<file path="src/hdl/hqp_pkg.sv">
// Shared types, codes and sizes for the quadratic-probe hash table.
`default_nettype none

package hqp_pkg;

    localparam int KEY_W         = 31;
    localparam int VALUE_W       = 32;
    localparam int SIZE_W        = 5;
    localparam int FUNC_W        = 2;
    localparam int STATUS_W      = 2;
    localparam int MAX_SLOTS_DEF = 16;

    localparam logic [SIZE_W-1:0] SIZE_RESET = SIZE_W'(10);

    localparam logic [FUNC_W-1:0] FUNC_INSERT = 2'd0;
    localparam logic [FUNC_W-1:0] FUNC_SEARCH = 2'd1;
    localparam logic [FUNC_W-1:0] FUNC_DELETE = 2'd2;

    localparam logic [STATUS_W-1:0] STATUS_OK        = 2'd0;
    localparam logic [STATUS_W-1:0] STATUS_FULL      = 2'd1;
    localparam logic [STATUS_W-1:0] STATUS_DUPLICATE = 2'd2;
    localparam logic [STATUS_W-1:0] STATUS_NOT_FOUND = 2'd3;

    typedef enum logic [1:0] {
        ST_IDLE,
        ST_HASH,
        ST_PROBE_RD,
        ST_PROBE_CHK
    } state_t;

    typedef enum logic [1:0] {
        MARK_EMPTY    = 2'd0,
        MARK_OCCUPIED = 2'd1,
        MARK_DELETED  = 2'd2
    } mark_t;

endpackage

`default_nettype wire

</file>
<file path="src/hdl/hqp_ram.sv">
// Generic single-write, single-read RAM with registered read data.
`default_nettype none

module hqp_ram #(
    parameter int WIDTH = 8,
    parameter int DEPTH = 16
) (
    input  wire logic                     aclk,
    input  wire logic                     we,
    input  wire logic [$clog2(DEPTH)-1:0] waddr,
    input  wire logic [WIDTH-1:0]         wdata,
    input  wire logic [$clog2(DEPTH)-1:0] raddr,
    output logic      [WIDTH-1:0]         rdata
);

    logic [WIDTH-1:0] mem [DEPTH];

    always_ff @(posedge aclk) begin
        if (we) begin
            mem[waddr] <= wdata;
        end
        rdata <= mem[raddr];
    end

endmodule

`default_nettype wire

</file>
<file path="src/hdl/hqp_mod_unit.sv">
// Shared modular reduction step: one compare and subtract against the table size.
`default_nettype none

module hqp_mod_unit (
    input  wire logic [hqp_pkg::SIZE_W:0]   operand,
    input  wire logic [hqp_pkg::SIZE_W-1:0] size,
    output logic      [hqp_pkg::SIZE_W-1:0] result
);

    logic [hqp_pkg::SIZE_W:0] diff;

    // wherever the result is used the operand is below twice the size, so one subtraction suffices
    always_comb begin
        diff = operand - {1'b0, size};
        if (operand >= {1'b0, size}) begin
            result = diff[hqp_pkg::SIZE_W-1:0];
        end else begin
            result = operand[hqp_pkg::SIZE_W-1:0];
        end
    end

endmodule

`default_nettype wire

</file>
<file path="src/hdl/hash_table_quadratic_probe_unit.sv">
// Open-addressing hash table with quadratic probing: sequencer, slot marks and key/value store.
//
// Usage:
//   s_* carries one request per transfer: s_func (0 insert, 1 search, 2 delete), s_key, s_value.
//   m_* returns one result per request: m_status (0 ok, 1 full, 2 duplicate, 3 not found)
//   and m_found_value (stored value on a successful search, else zero).
//   cfg_* writes the size in use (slots probed); 0 acts as 1, values above the slot count clamp.
//   Write it only while no request is outstanding.
// Timing:
//   s_ready is high only while idle; one request is in flight at a time.
//   The home slot is key mod size, computed one key bit per cycle.
//   Each probe then runs a store read, then a check, through the shared mod unit;
//   a request takes 1 to the size in use probes, and the next request is taken once the
//   result is registered and the sequencer is back in idle.
// Reset (aresetn low, synchronous): all slots empty, count zero, table size 10, no result.
// Stall: a finished result waits in the output register; a following request runs its hashing
//   and first store read, then holds at its first probe check until m_ready drains the
//   earlier result.
`default_nettype none

module hash_table_quadratic_probe_unit #(
    parameter int MAX_SLOTS = hqp_pkg::MAX_SLOTS_DEF
) (
    input  wire logic                                aclk,
    input  wire logic                                aresetn,
    input  wire logic                                cfg_valid,
    output logic                                     cfg_ready,
    input  wire logic [hqp_pkg::SIZE_W-1:0]          cfg_data,
    input  wire logic                                s_valid,
    output logic                                     s_ready,
    input  wire logic [hqp_pkg::FUNC_W-1:0]          s_func,
    input  wire logic [hqp_pkg::KEY_W-1:0]           s_key,
    input  wire logic signed [hqp_pkg::VALUE_W-1:0]  s_value,
    output logic                                     m_valid,
    input  wire logic                                m_ready,
    output logic [hqp_pkg::STATUS_W-1:0]             m_status,
    output logic signed [hqp_pkg::VALUE_W-1:0]       m_found_value
);

    localparam int SIZE_W    = hqp_pkg::SIZE_W;
    localparam int KEY_W     = hqp_pkg::KEY_W;
    localparam int VALUE_W   = hqp_pkg::VALUE_W;
    localparam int SIZE_MAX  = (1 << SIZE_W) - 1;
    // the size register cannot reach beyond SIZE_MAX, so no slot above that is ever probed
    localparam int SLOT_DEPTH = (MAX_SLOTS < SIZE_MAX) ? MAX_SLOTS : SIZE_MAX;
    localparam int IDX_W     = $clog2(SLOT_DEPTH);
    localparam int WORD_W    = KEY_W + VALUE_W;

    hqp_pkg::state_t state_reg, state_next;

    logic [SIZE_W-1:0]          size_cfg_reg;
    logic [SIZE_W-1:0]          size_use;
    logic [hqp_pkg::FUNC_W-1:0] func_reg;
    logic [KEY_W-1:0]           key_reg;
    logic [VALUE_W-1:0]         value_reg;
    logic [SIZE_W-1:0]          bit_reg, bit_next;
    logic [SIZE_W-1:0]          idx_reg, idx_next;
    logic [SIZE_W-1:0]          nidx_reg, nidx_next;
    logic [SIZE_W-1:0]          odd_reg, odd_next;
    logic [SIZE_W-1:0]          probe_reg, probe_next;
    logic [SIZE_W-1:0]          count_reg, count_next;
    hqp_pkg::mark_t             marks_reg [SLOT_DEPTH];

    logic                         m_valid_reg;
    logic [hqp_pkg::STATUS_W-1:0] m_status_reg;
    logic [VALUE_W-1:0]           m_found_value_reg;

    logic [SIZE_W:0]    unit_op;
    logic [SIZE_W-1:0]  unit_res;
    logic [IDX_W-1:0]   slot_addr;
    logic [WORD_W-1:0]  rd_word;
    logic [KEY_W-1:0]   rd_key;
    logic [VALUE_W-1:0] rd_value;
    hqp_pkg::mark_t     cur_mark;
    logic               key_hit;
    logic               last_probe;
    logic               out_free;
    logic               accept;

    logic                         finish;
    logic [hqp_pkg::STATUS_W-1:0] fin_status;
    logic [VALUE_W-1:0]           fin_found;
    logic                         store_we;
    logic                         mark_we;
    hqp_pkg::mark_t               mark_val;

    assign cfg_ready     = 1'b1;
    assign s_ready       = (state_reg == hqp_pkg::ST_IDLE);
    assign accept        = s_valid && s_ready;
    assign m_valid       = m_valid_reg;
    assign m_status      = m_status_reg;
    assign m_found_value = m_found_value_reg;

    always_comb begin
        if (size_cfg_reg == '0) begin
            size_use = SIZE_W'(1);
        end else if (size_cfg_reg > SIZE_W'(SLOT_DEPTH)) begin
            size_use = SIZE_W'(SLOT_DEPTH);
        end else begin
            size_use = size_cfg_reg;
        end
    end

    assign slot_addr  = idx_reg[IDX_W-1:0];
    assign rd_key     = rd_word[WORD_W-1:VALUE_W];
    assign rd_value   = rd_word[VALUE_W-1:0];
    assign cur_mark   = marks_reg[slot_addr];
    assign key_hit    = (rd_key == key_reg);
    assign last_probe = (probe_reg == size_use - SIZE_W'(1));
    assign out_free   = !m_valid_reg || m_ready;

    hqp_ram #(
        .WIDTH(WORD_W),
        .DEPTH(SLOT_DEPTH)
    ) u_store (
        .aclk (aclk),
        .we   (store_we),
        .waddr(slot_addr),
        .wdata({key_reg, value_reg}),
        .raddr(slot_addr),
        .rdata(rd_word)
    );

    // Operand select for the shared reduction step
    always_comb begin
        case (state_reg)
            hqp_pkg::ST_HASH:      unit_op = {idx_reg, key_reg[bit_reg]};
            hqp_pkg::ST_PROBE_RD:  unit_op = {1'b0, idx_reg} + {1'b0, odd_reg};
            hqp_pkg::ST_PROBE_CHK: unit_op = {1'b0, odd_reg} + (SIZE_W+1)'(2);
            default:               unit_op = '0;
        endcase
    end

    hqp_mod_unit u_mod (
        .operand(unit_op),
        .size   (size_use),
        .result (unit_res)
    );

    always_comb begin
        state_next = state_reg;
        bit_next   = bit_reg;
        idx_next   = idx_reg;
        nidx_next  = nidx_reg;
        odd_next   = odd_reg;
        probe_next = probe_reg;
        count_next = count_reg;
        finish     = 1'b0;
        fin_status = hqp_pkg::STATUS_NOT_FOUND;
        fin_found  = '0;
        store_we   = 1'b0;
        mark_we    = 1'b0;
        mark_val   = hqp_pkg::MARK_OCCUPIED;

        unique case (state_reg)
            hqp_pkg::ST_IDLE: begin
                if (accept) begin
                    state_next = hqp_pkg::ST_HASH;
                    bit_next   = SIZE_W'(KEY_W - 1);
                    idx_next   = '0;
                end
            end
            hqp_pkg::ST_HASH: begin
                // shift in one key bit, MSB first, reducing as we go
                idx_next = unit_res;
                if (bit_reg == '0) begin
                    state_next = hqp_pkg::ST_PROBE_RD;
                    probe_next = '0;
                    odd_next   = (size_use == SIZE_W'(1)) ? '0 : SIZE_W'(1);
                end else begin
                    bit_next = bit_reg - SIZE_W'(1);
                end
            end
            hqp_pkg::ST_PROBE_RD: begin
                nidx_next  = unit_res;
                state_next = hqp_pkg::ST_PROBE_CHK;
            end
            hqp_pkg::ST_PROBE_CHK: begin
                if (out_free) begin
                    case (func_reg) inside
                        hqp_pkg::FUNC_INSERT: begin
                            if (count_reg >= size_use) begin
                                finish     = 1'b1;
                                fin_status = hqp_pkg::STATUS_FULL;
                            end else if (cur_mark != hqp_pkg::MARK_OCCUPIED) begin
                                finish     = 1'b1;
                                fin_status = hqp_pkg::STATUS_OK;
                                store_we   = 1'b1;
                                mark_we    = 1'b1;
                                mark_val   = hqp_pkg::MARK_OCCUPIED;
                                count_next = count_reg + SIZE_W'(1);
                            end else if (key_hit) begin
                                finish     = 1'b1;
                                fin_status = hqp_pkg::STATUS_DUPLICATE;
                            end else if (last_probe) begin
                                finish     = 1'b1;
                                fin_status = hqp_pkg::STATUS_FULL;
                            end
                        end
                        hqp_pkg::FUNC_SEARCH, hqp_pkg::FUNC_DELETE: begin
                            if (cur_mark == hqp_pkg::MARK_EMPTY) begin
                                finish = 1'b1;
                            end else if (cur_mark == hqp_pkg::MARK_OCCUPIED && key_hit) begin
                                finish     = 1'b1;
                                fin_status = hqp_pkg::STATUS_OK;
                                if (func_reg == hqp_pkg::FUNC_SEARCH) begin
                                    fin_found = rd_value;
                                end else begin
                                    mark_we  = 1'b1;
                                    mark_val = hqp_pkg::MARK_DELETED;
                                    if (count_reg != '0) begin
                                        count_next = count_reg - SIZE_W'(1);
                                    end
                                end
                            end else if (last_probe) begin
                                finish = 1'b1;
                            end
                        end
                        default: begin
                            finish = 1'b1;
                        end
                    endcase

                    if (finish) begin
                        state_next = hqp_pkg::ST_IDLE;
                    end else begin
                        // advance to the next quadratic offset
                        state_next = hqp_pkg::ST_PROBE_RD;
                        probe_next = probe_reg + SIZE_W'(1);
                        idx_next   = nidx_reg;
                        odd_next   = (size_use == SIZE_W'(1)) ? '0 : unit_res;
                    end
                end
            end
            default: begin
                state_next = hqp_pkg::ST_IDLE;
            end
        endcase
    end

    always_ff @(posedge aclk) begin
        if (!aresetn) begin
            state_reg    <= hqp_pkg::ST_IDLE;
            size_cfg_reg <= hqp_pkg::SIZE_RESET;
            count_reg    <= '0;
            m_valid_reg  <= 1'b0;
            for (int i = 0; i < SLOT_DEPTH; i++) begin
                marks_reg[i] <= hqp_pkg::MARK_EMPTY;
            end
        end else begin
            state_reg <= state_next;
            count_reg <= count_next;
            if (cfg_valid && cfg_ready) begin
                size_cfg_reg <= cfg_data;
            end
            if (mark_we) begin
                marks_reg[slot_addr] <= mark_val;
            end
            if (finish) begin
                m_valid_reg <= 1'b1;
            end else if (m_ready) begin
                m_valid_reg <= 1'b0;
            end
        end
    end

    always_ff @(posedge aclk) begin
        bit_reg   <= bit_next;
        idx_reg   <= idx_next;
        nidx_reg  <= nidx_next;
        odd_reg   <= odd_next;
        probe_reg <= probe_next;
        if (accept) begin
            func_reg  <= s_func;
            key_reg   <= s_key;
            value_reg <= s_value;
        end
        if (finish) begin
            m_status_reg      <= fin_status;
            m_found_value_reg <= fin_found;
        end
    end

    a_count_bounded : assert property (@(posedge aclk) disable iff (!aresetn)
        count_reg <= SIZE_W'(SLOT_DEPTH))
        else $error("occupied count exceeds slot depth");

    a_idx_in_range : assert property (@(posedge aclk) disable iff (!aresetn)
        (state_reg == hqp_pkg::ST_PROBE_RD || state_reg == hqp_pkg::ST_PROBE_CHK)
        |-> (idx_reg < size_use && odd_reg < size_use))
        else $error("probe slot or offset outside table size");

    a_accept_starts_hash : assert property (@(posedge aclk) disable iff (!aresetn)
        accept |=> state_reg == hqp_pkg::ST_HASH)
        else $error("accepted request did not start hashing");

    a_result_from_check : assert property (@(posedge aclk) disable iff (!aresetn)
        ($past(aresetn) && $rose(m_valid_reg)) |-> $past(state_reg) == hqp_pkg::ST_PROBE_CHK)
        else $error("result raised outside probe check");

    a_no_overwrite : assert property (@(posedge aclk) disable iff (!aresetn)
        (m_valid_reg && !m_ready) |=> m_valid_reg && $stable(m_status_reg)
        && $stable(m_found_value_reg))
        else $error("pending result overwritten");

endmodule

`default_nettype wire
</file>
<file path="config.mk">
export PLATFORM = sky130hd
export DESIGN_NAME = hash_table_quadratic_probe_unit
export DESIGN_NICKNAME = d
export VERILOG_FILES = /design/src/hdl/hqp_pkg.sv /design/src/hdl/hqp_ram.sv /design/src/hdl/hqp_mod_unit.sv /design/src/hdl/hash_table_quadratic_probe_unit.sv
export SDC_FILE = /design/constraint.sdc
export NUM_CORES = 1
export LEC_CHECK = 0
export ABC_AREA = 1
export BUFFER_PORTS_ARGS = -buffer_cell sky130_fd_sc_hd__buf_2
export CELL_PAD_IN_SITES_DETAIL_PLACEMENT = 0
export CELL_PAD_IN_SITES_GLOBAL_PLACEMENT = 1
export CORE_MARGIN = 4
export CORE_UTILIZATION = 41
export CTS_CLUSTER_SIZE = 12
export DETAILED_ROUTE_END_ITERATION = 6
export PLACE_DENSITY_LB_ADDON = 0.1
export SLEW_MARGIN = 5
export SYNTH_ARGS = -nofsm -noshare
export SYNTH_HDL_FRONTEND = slang
export SYNTH_HIERARCHICAL = 1
export SYNTH_SLANG_ARGS = --single-unit
</file>
<file path="constraint.sdc">
create_clock -name aclk -period 15.7 [get_ports aclk]
set_input_delay 1.57 -clock aclk [delete_from_list [all_inputs] [get_ports aclk]]
set_output_delay 1.57 -clock aclk [all_outputs]
set_load 0.01 [all_outputs]
</file>
==> results of run 1 <==
per-layer routing:
layer | up-vias | global-route usage [%] | wire length (um)
li1 | 16532 | - | -
met1 | 16322 | 27.84 | 63040
met2 | 596 | 32.62 | 63960
met3 | 181 | 3.125 | 5662
met4 | 2 | 4.857 | 2443
met5 | - | 0 | 13
worst paths after layout:
kind                                                   start                      endpoint  slack (ns)  depth (start not counted)
worst max register to register  size_cfg_reg[4]$_SDFFE_PN0P_  u_store/mem[12][2]$_DFFE_PP_       11.10                         13
worst min register to register  size_cfg_reg[0]$_SDFFE_PN0P_  size_cfg_reg[0]$_SDFFE_PN0P_        0.49                          2
worst max-delay path            size_cfg_reg[4]$_SDFFE_PN0P_  u_store/mem[12][2]$_DFFE_PP_       11.10                         13
worst min-delay path            size_cfg_reg[0]$_SDFFE_PN0P_  size_cfg_reg[0]$_SDFFE_PN0P_        0.49                          2
Yosys cell counts (2+ instances only):
library cell	n	area share, %
nand2_1	1505	11
edfxtp_1	1164	66
inv_1	893	6.3
nand3_1	813	7.7
nor2_1	155	1.1
buf_2	118	1.1
dfxtp_1	80	3.0
o21ai_0	43	0.41
a21oi_1	29	0.27
buf_1	29	0.21
buf_6	29	0.62
clkbuf_1	28	0.20
ha_1	26	0.61
xor2_1	26	0.43
buf_4	25	0.35
nor3_1	18	0.17
xnor2_1	8	0.13
inv_2	6	0.042
o22ai_1	6	0.071
o21ai_1	5	0.047
o221ai_1	4	0.066
fa_1	3	0.11
nand2_2	3	0.035
nand4_1	3	0.035
o211ai_1	3	0.042
inv_4	2	0.024
nand3b_1	2	0.028
nand4_2	2	0.047
nor2_4	2	0.042
or2_2	2	0.024
layout make-up:
| class | count | area share [%] |
|---|---|---|
| sequential | 1244 | 61.42 |
| tap | 1729 | 3.635 |
| timing repair buffer | 163 | 1.678 |
| antenna | 1 | 0.004204 |
| clock inverter | 47 | 0.6349 |
| clock buffer | 213 | 6.830 |
| inverter | 903 | 5.760 |
| multi-input combinational | 2671 | 20.04 |
metrics by stage:
stage                     cells  utilization, %
after floorplan            5047               -
after global placement     6710           43.02
after detailed placement   6710           43.02
after CTS                  6970           46.49
after global routing       6970           46.49
final                      6971           46.49
kinds of logic after synthesis:
family,count (synthesis),share of synthesized area (%)
AO/OA/AOI/OAI,97,1.028
XOR/XNOR,34,0.5612
other,1,0.007067
flip-flops,1244,68.89
buffers and inverters,1132,8.892
adder cells (fa/ha/maj),29,0.7263
AND/OR/NAND/NOR,2510,19.89
worst reg2reg max path, cell delays in order (launching register included):
cell and delay (ns):
dfxtp_1 0.35, nor2_1 0.28, inv_1 0.08, ha_1 0.33, nand2_1 0.07, inv_1 0.03
o21ai_0 0.16, o2111ai_1 0.20, nor2_1 0.18, nand2_1 0.14, inv_1 0.21, nand3_1 0.34
nor2_4 0.91, buf_4 0.89
power by group through the flow:
stage,logic [W],clock network (W),registers (W)
after floorplan,0.000998,0,0.00393
after global placement,0.00140,0,0.00398
after detailed placement,0.00140,0,0.00398
after CTS,0.00140,0.00326,0.00392
after global routing,0.00155,0.00340,0.00393
final,0.00138,0.00317,0.00391
==> flow_metrics.py, run 1 <==
metrics = {
    "power": {
        "total_power_w": 0.008455,
        "combPwrFrac_pct": 16.3,
        "ir_worst_vdd_v": 0.00008956,
        "p_leak_nw": 24.99,
        "powerDensity_nw_per_um2": 142.1,
        "switchingPower_w": 0.002408,
        "swShare_pct": 28.47,
        "pwr-share-clk_pct": 37.5,
        "pwr-share-seq_pct": 46.3,
        "intPower_w": 0.006048,
    },
    "layout": {
        "largest_reg_flops": 1008,
        "top_regs": "u_store/mem (1008), u_store/rdata (63)",
        "fillers": 11881,
        "final_common_cell": "nand2_1",
        "postLayoutCellArea_um2": 59520,
        "largest_register": "u_store/mem",
        "num-nets-final": 5228,
        "seq_area_um2": 36560,
        "drive_above_1_share_pct": 7.613,
        "synthToLayoutAreaGrowth_pct": 12.17,
        "multiInputGateArea_um2": 11930,
        "layout_common_cells": "nand2_1, edfxtp_1, inv_1",
    },
    "setup_path": {
        "crit_required_ns": 16.05,
        "path_class": "flop to flop",
        "crit_family": "simple AND/OR/NAND/NOR gates",
        "crit_chain": "nor2_1, inv_1, ha_1, nand2_1, inv_1, o21ai_0, o2111ai_1, nor2_1, nand2_1, inv_1, nand3_1, nor2_4, buf_4",
        "crit_arrival_ns": 4.95,
        "end_kind": "flop",
        "cp_slowest_cell": "nor2_4",
        "crit_top_cell": "inv_1",
        "crit_fanout": 44,
        "cp.buffers_inverters": 4,
        "max_stage_delay_ns": 0.91,
        "start_kind": "flop",
    },
    "floorplan": {
        "row_count": 131,
        "ioPinCount": 112,
        "fp.dieW_um": 367.7,
        "die_area_um2": 135200,
        "fp.dieH_um": 367.7,
        "core-area_um2": 128000,
        "initial_core_util_pct": 41.45,
    },
    "placed_design": {
        "dp_slack_ns": 10.67,
        "io_buffers": 110,
        "place_area_um2": 55070,
        "dp_hpwl_um": 68840,
        "place.gp.congestion": 0.7411,
    },
    "grt": {
        "grt_usage_pct": 19.87,
        "overflow": 0,
        "grt_max_degree": 193,
        "grt_pass1_vias": 32183,
        "grt_pass1_wl_um": 205400,
        "grt_antenna_before_repair": 1,
    },
    "detailed_routing": {
        "num_vias": 33633,
        "drt-initial-drc-count": 2463,
        "detail-route-antenna-nets": 0,
        "drc_errors": 0,
        "detail_route.wl_per_cell_um": 19.38,
        "drt-vias-per-instance": 4.825,
        "drt_pass1_iterations": 5,
        "wirelength_um": 135100,
    },
    "timing": {
        "setup_violations": 0,
        "fin_skew_ns": 0.02407,
        "setup_ws_ns": 11.10,
        "final_hold_viol_count": 0,
        "slew_headroom_pct": 9.690,
        "tns_ns": 0,
        "worst_pin_slew_ns": 1.355,
        "min_period_ns": 4.602,
        "drv_slew": 0,
        "timing.hold.ws_ns": 0.4857,
        "max_freq_mhz": 217.3,
        "finalCritPeriodShare_pct": 29.32,
        "rsz0062_at_grt": "no",
    },
    "synthesis": {
        "synthCells": 5047,
        "yosysWarnings": 6,
        "syn-num-nets": 5151,
        "avgSynthCellArea_um2": 10.51,
        "synthFlopType": "edfxtp_1",
        "seq_area_frac_synth_pct": 68.89,
        "ys_types": 45,
        "async_flop_share_pct": 0,
        "synthesis.area_um2": 53060,
        "ys_seq_elements": 1244,
        "synth-edff-count": 1164,
    },
    "clock_tree": {
        "htreeDepth": 4,
        "numCtsBuffers": 141,
        "cts_buffer_depth": 3,
        "numClockSinks": 1244,
        "clkTransAtPathRegs_ns": 0.05,
        "cts_hold_buf": 0,
        "post_cts_buffers": 0,
        "cts_tree": "done",
        "worstSkewPairLatency_ns": 0.74,
        "cts-root-buf": "clkbuf_16",
        "cts_resized": 0,
    },
    "outcome": {
        "status": "completed",
    },
    "job": {
        "maxCapViolCount": 0,
    },
    "min_path": {
        "hold_path.class": "flop to flop",
    },
}
No activity file was read; power rests on OpenSTA's default activity.
==> run 2: changes to the inputs <==
==> constraint.sdc (replaced) <==
create_clock -name aclk -period 4 [get_ports aclk]
set_input_delay 0.4 -clock aclk [delete_from_list [all_inputs] [get_ports aclk]]
set_output_delay 0.4 -clock aclk [all_outputs]
set_load 0.01 [all_outputs]
==> run 2 against run 1 <==
  * Global-route usage is 0.82 points higher
  * Largest cell class unchanged
  * Sequential power grew to 3.9 times the previous value
  * Clock power grew to 4.0 times the previous value
  * Sequential share of layout area is 1.8 points lower
  * Critical path depth stayed put
  * Register-to-register slack worse by 11 ns
  * Die area stayed put
  * Non-clock buffer count is 138 higher
==> flow_metrics.py, run 2 (same netlist as run 1, synthesis figures left out) <==
metrics = {
    "outcome": {
        "status": "completed",
    },
    "placed_design": {
        "place.gp.congestion": 0.7616,
        "dp_slack_ns": 0.4444,
        "place_area_um2": 56050,
        "placed_cells": 6772,
        "io_buffers": 110,
        "dp_hpwl_um": 75910,
    },
    "layout": {
        "drive_above_1_share_pct": 8.490,
        "largest_register": "u_store/mem",
        "synthToLayoutAreaGrowth_pct": 15.65,
        "final_common_cell": "nand2_1",
        "largest_reg_flops": 1008,
        "final-instance-count-excl-fill": 7101,
        "num-nets-final": 5365,
        "top_regs": "u_store/mem (1008), u_store/rdata (63)",
        "layout_common_cells": "nand2_1, edfxtp_1, inv_1",
        "postLayoutCellArea_um2": 61370,
    },
    "detailed_routing": {
        "detail_route.wl_per_cell_um": 19.86,
        "wirelength_um": 141000,
        "num_vias": 34246,
        "drt-initial-drc-count": 2551,
        "drt-vias-per-instance": 4.823,
        "drt_pass1_iterations": 5,
        "detail-route-antenna-nets": 0,
        "drc_errors": 0,
    },
    "grt": {
        "grt_usage_pct": 20.70,
        "grt_pass1_wl_um": 212400,
        "use_met1_pct": 29.24,
        "grt_antenna_before_repair": 6,
        "grt_max_degree": 165,
        "overflow": 0,
        "grtUsageMet2_pct": 33.59,
        "gr-usage-met3_pct": 3.115,
        "grt.busiest_layer": "met2",
        "grt_pass1_vias": 33323,
    },
    "setup_path": {
        "endpoint": "u_store/mem[11][19]$_DFFE_PP_",
        "r2r_end": "u_store/mem[11][19]$_DFFE_PP_",
        "ff2ff_setup_slack_ns": 0.44,
        "crit_arrival_ns": 3.93,
        "path_class": "flop to flop",
        "crit_start": "size_cfg_reg[4]$_SDFFE_PN0P_",
        "r2r-start": "size_cfg_reg[4]$_SDFFE_PN0P_",
        "worst-r2r-cell-count": 13,
        "end_kind": "flop",
        "crit_fanout": 48,
        "crit_required_ns": 4.37,
        "start_kind": "flop",
    },
    "clock_tree": {
        "htreeDepth": 4,
        "numCtsBuffers": 140,
        "cts_resized": 0,
        "numClockSinks": 1244,
        "cts_buffer_depth": 3,
        "cts-root-buf": "clkbuf_16",
        "cts_tree": "done",
        "clkTransAtPathRegs_ns": 0.06,
        "worstSkewPairLatency_ns": 0.74,
    },
    "floorplan": {
        "die_area_um2": 135200,
        "fp.dieW_um": 367.7,
        "core-area_um2": 128000,
        "initial_core_util_pct": 41.45,
        "row_count": 131,
        "ioPinCount": 112,
        "fp.dieH_um": 367.7,
    },
    "min_path": {
        "hold_path.class": "input pin to flop",
        "whs_path_depth": 3,
    },
    "timing": {
        "worst_pin_slew_ns": 1.075,
        "tns_ns": 0,
        "final_hold_viol_count": 0,
        "rsz0062_at_grt": "no",
        "min_period_ns": 3.559,
        "setup_violations": 0,
        "drv_slew": 0,
        "finalCritPeriodShare_pct": 88.97,
        "fin_skew_ns": 0.02137,
        "setup_ws_ns": 0.4411,
        "slew_headroom_pct": 28.35,
        "max_freq_mhz": 281.0,
    },
    "power": {
        "pwr-share-clk_pct": 37.7,
        "p_leak_nw": 25.77,
        "combPwrFrac_pct": 17.0,
        "powerDensity_nw_per_um2": 549.0,
        "total_power_w": 0.03369,
        "switchingPower_w": 0.009503,
        "intPower_w": 0.02419,
        "pwr-share-seq_pct": 45.3,
        "ir_worst_vdd_v": 0.0003650,
        "swShare_pct": 28.21,
    },
    "job": {
        "maxCapViolCount": 0,
    },
}
-- run 2: timing repair --
action                    in CTS  in global routing
hold endpoints to repair      70                  0
hold buffers                  76                  0
setup buffers                  0                  0
-- run 2: cell type report --
| class | count | area, um^2 |
|---|---|---|
| Tap cell | 1729 | 2163 |
| Inverter | 903 | 3428 |
| Timing Repair Buffer | 301 | 2738 |
| Fill cell | 11832 | 66650 |
| Antenna cell | 1 | 2.502 |
| Clock inverter | 41 | 462.9 |
| Multi-Input combinational cell | 2671 | 11930 |
| Clock buffer | 211 | 4089 |
| Sequential cell | 1244 | 36560 |
-- run 2: routing by layer --
layer	vias up	wire length, um
li1	16788	-
met1	16574	65860
met2	695	65870
met3	189	6179
met4	0	3108
met5	-	0
-- run 2: metrics by stage --
step / hold WS [ns] / util, %
final: 0.06412 / 47.94
after global placement: 0.4696 / 43.79
after detailed placement: 0.4714 / 43.79
after CTS: 0.0001300 / 47.94
after floorplan: 0.4440 / -
after global routing: 0.04528 / 47.94
-- run 2: worst min-delay path by stage --
| stage | from | to | slack (ns) |
|---|---|---|---|
| floorplan | size_cfg_reg[0]$_SDFFE_PN0P_ | size_cfg_reg[0]$_SDFFE_PN0P_ | 0.44 |
| global placement | size_cfg_reg[0]$_SDFFE_PN0P_ | size_cfg_reg[0]$_SDFFE_PN0P_ | 0.47 |
| detailed placement | size_cfg_reg[0]$_SDFFE_PN0P_ | size_cfg_reg[0]$_SDFFE_PN0P_ | 0.47 |
| CTS | cfg_valid | size_cfg_reg[0]$_SDFFE_PN0P_ | 0.0001 |
| global route | s_valid | state_reg[0]$_SDFFE_PN0P_ | 0.05 |
| finish | cfg_valid | size_cfg_reg[0]$_SDFFE_PN0P_ | 0.06 |
-- run 2: worst max-delay path: stages, from the launching register on --
cell and delay (ns):
dfxtp_1 0.35, nor2_1 0.27, inv_1 0.08, ha_1 0.33, nand2_1 0.07, inv_1 0.04, o21ai_0 0.16, o2111ai_1 0.22
nor2_1 0.20, nand2_1 0.21, inv_1 0.23, nand3b_1 0.34, nor2_4 0.24, buf_12 0.41
-- run 2: power groups by stage --
stage	registers (W)	logic [W]	clock network (W)
6_report	0.0153	0.00573	0.0127
5_1_grt	0.0153	0.00642	0.0136
4_1_cts	0.0153	0.00583	0.0130
3_5_place_dp	0.0155	0.00574	0
3_3_place_gp	0.0155	0.00575	0
2_1_floorplan	0.0154	0.00392	0
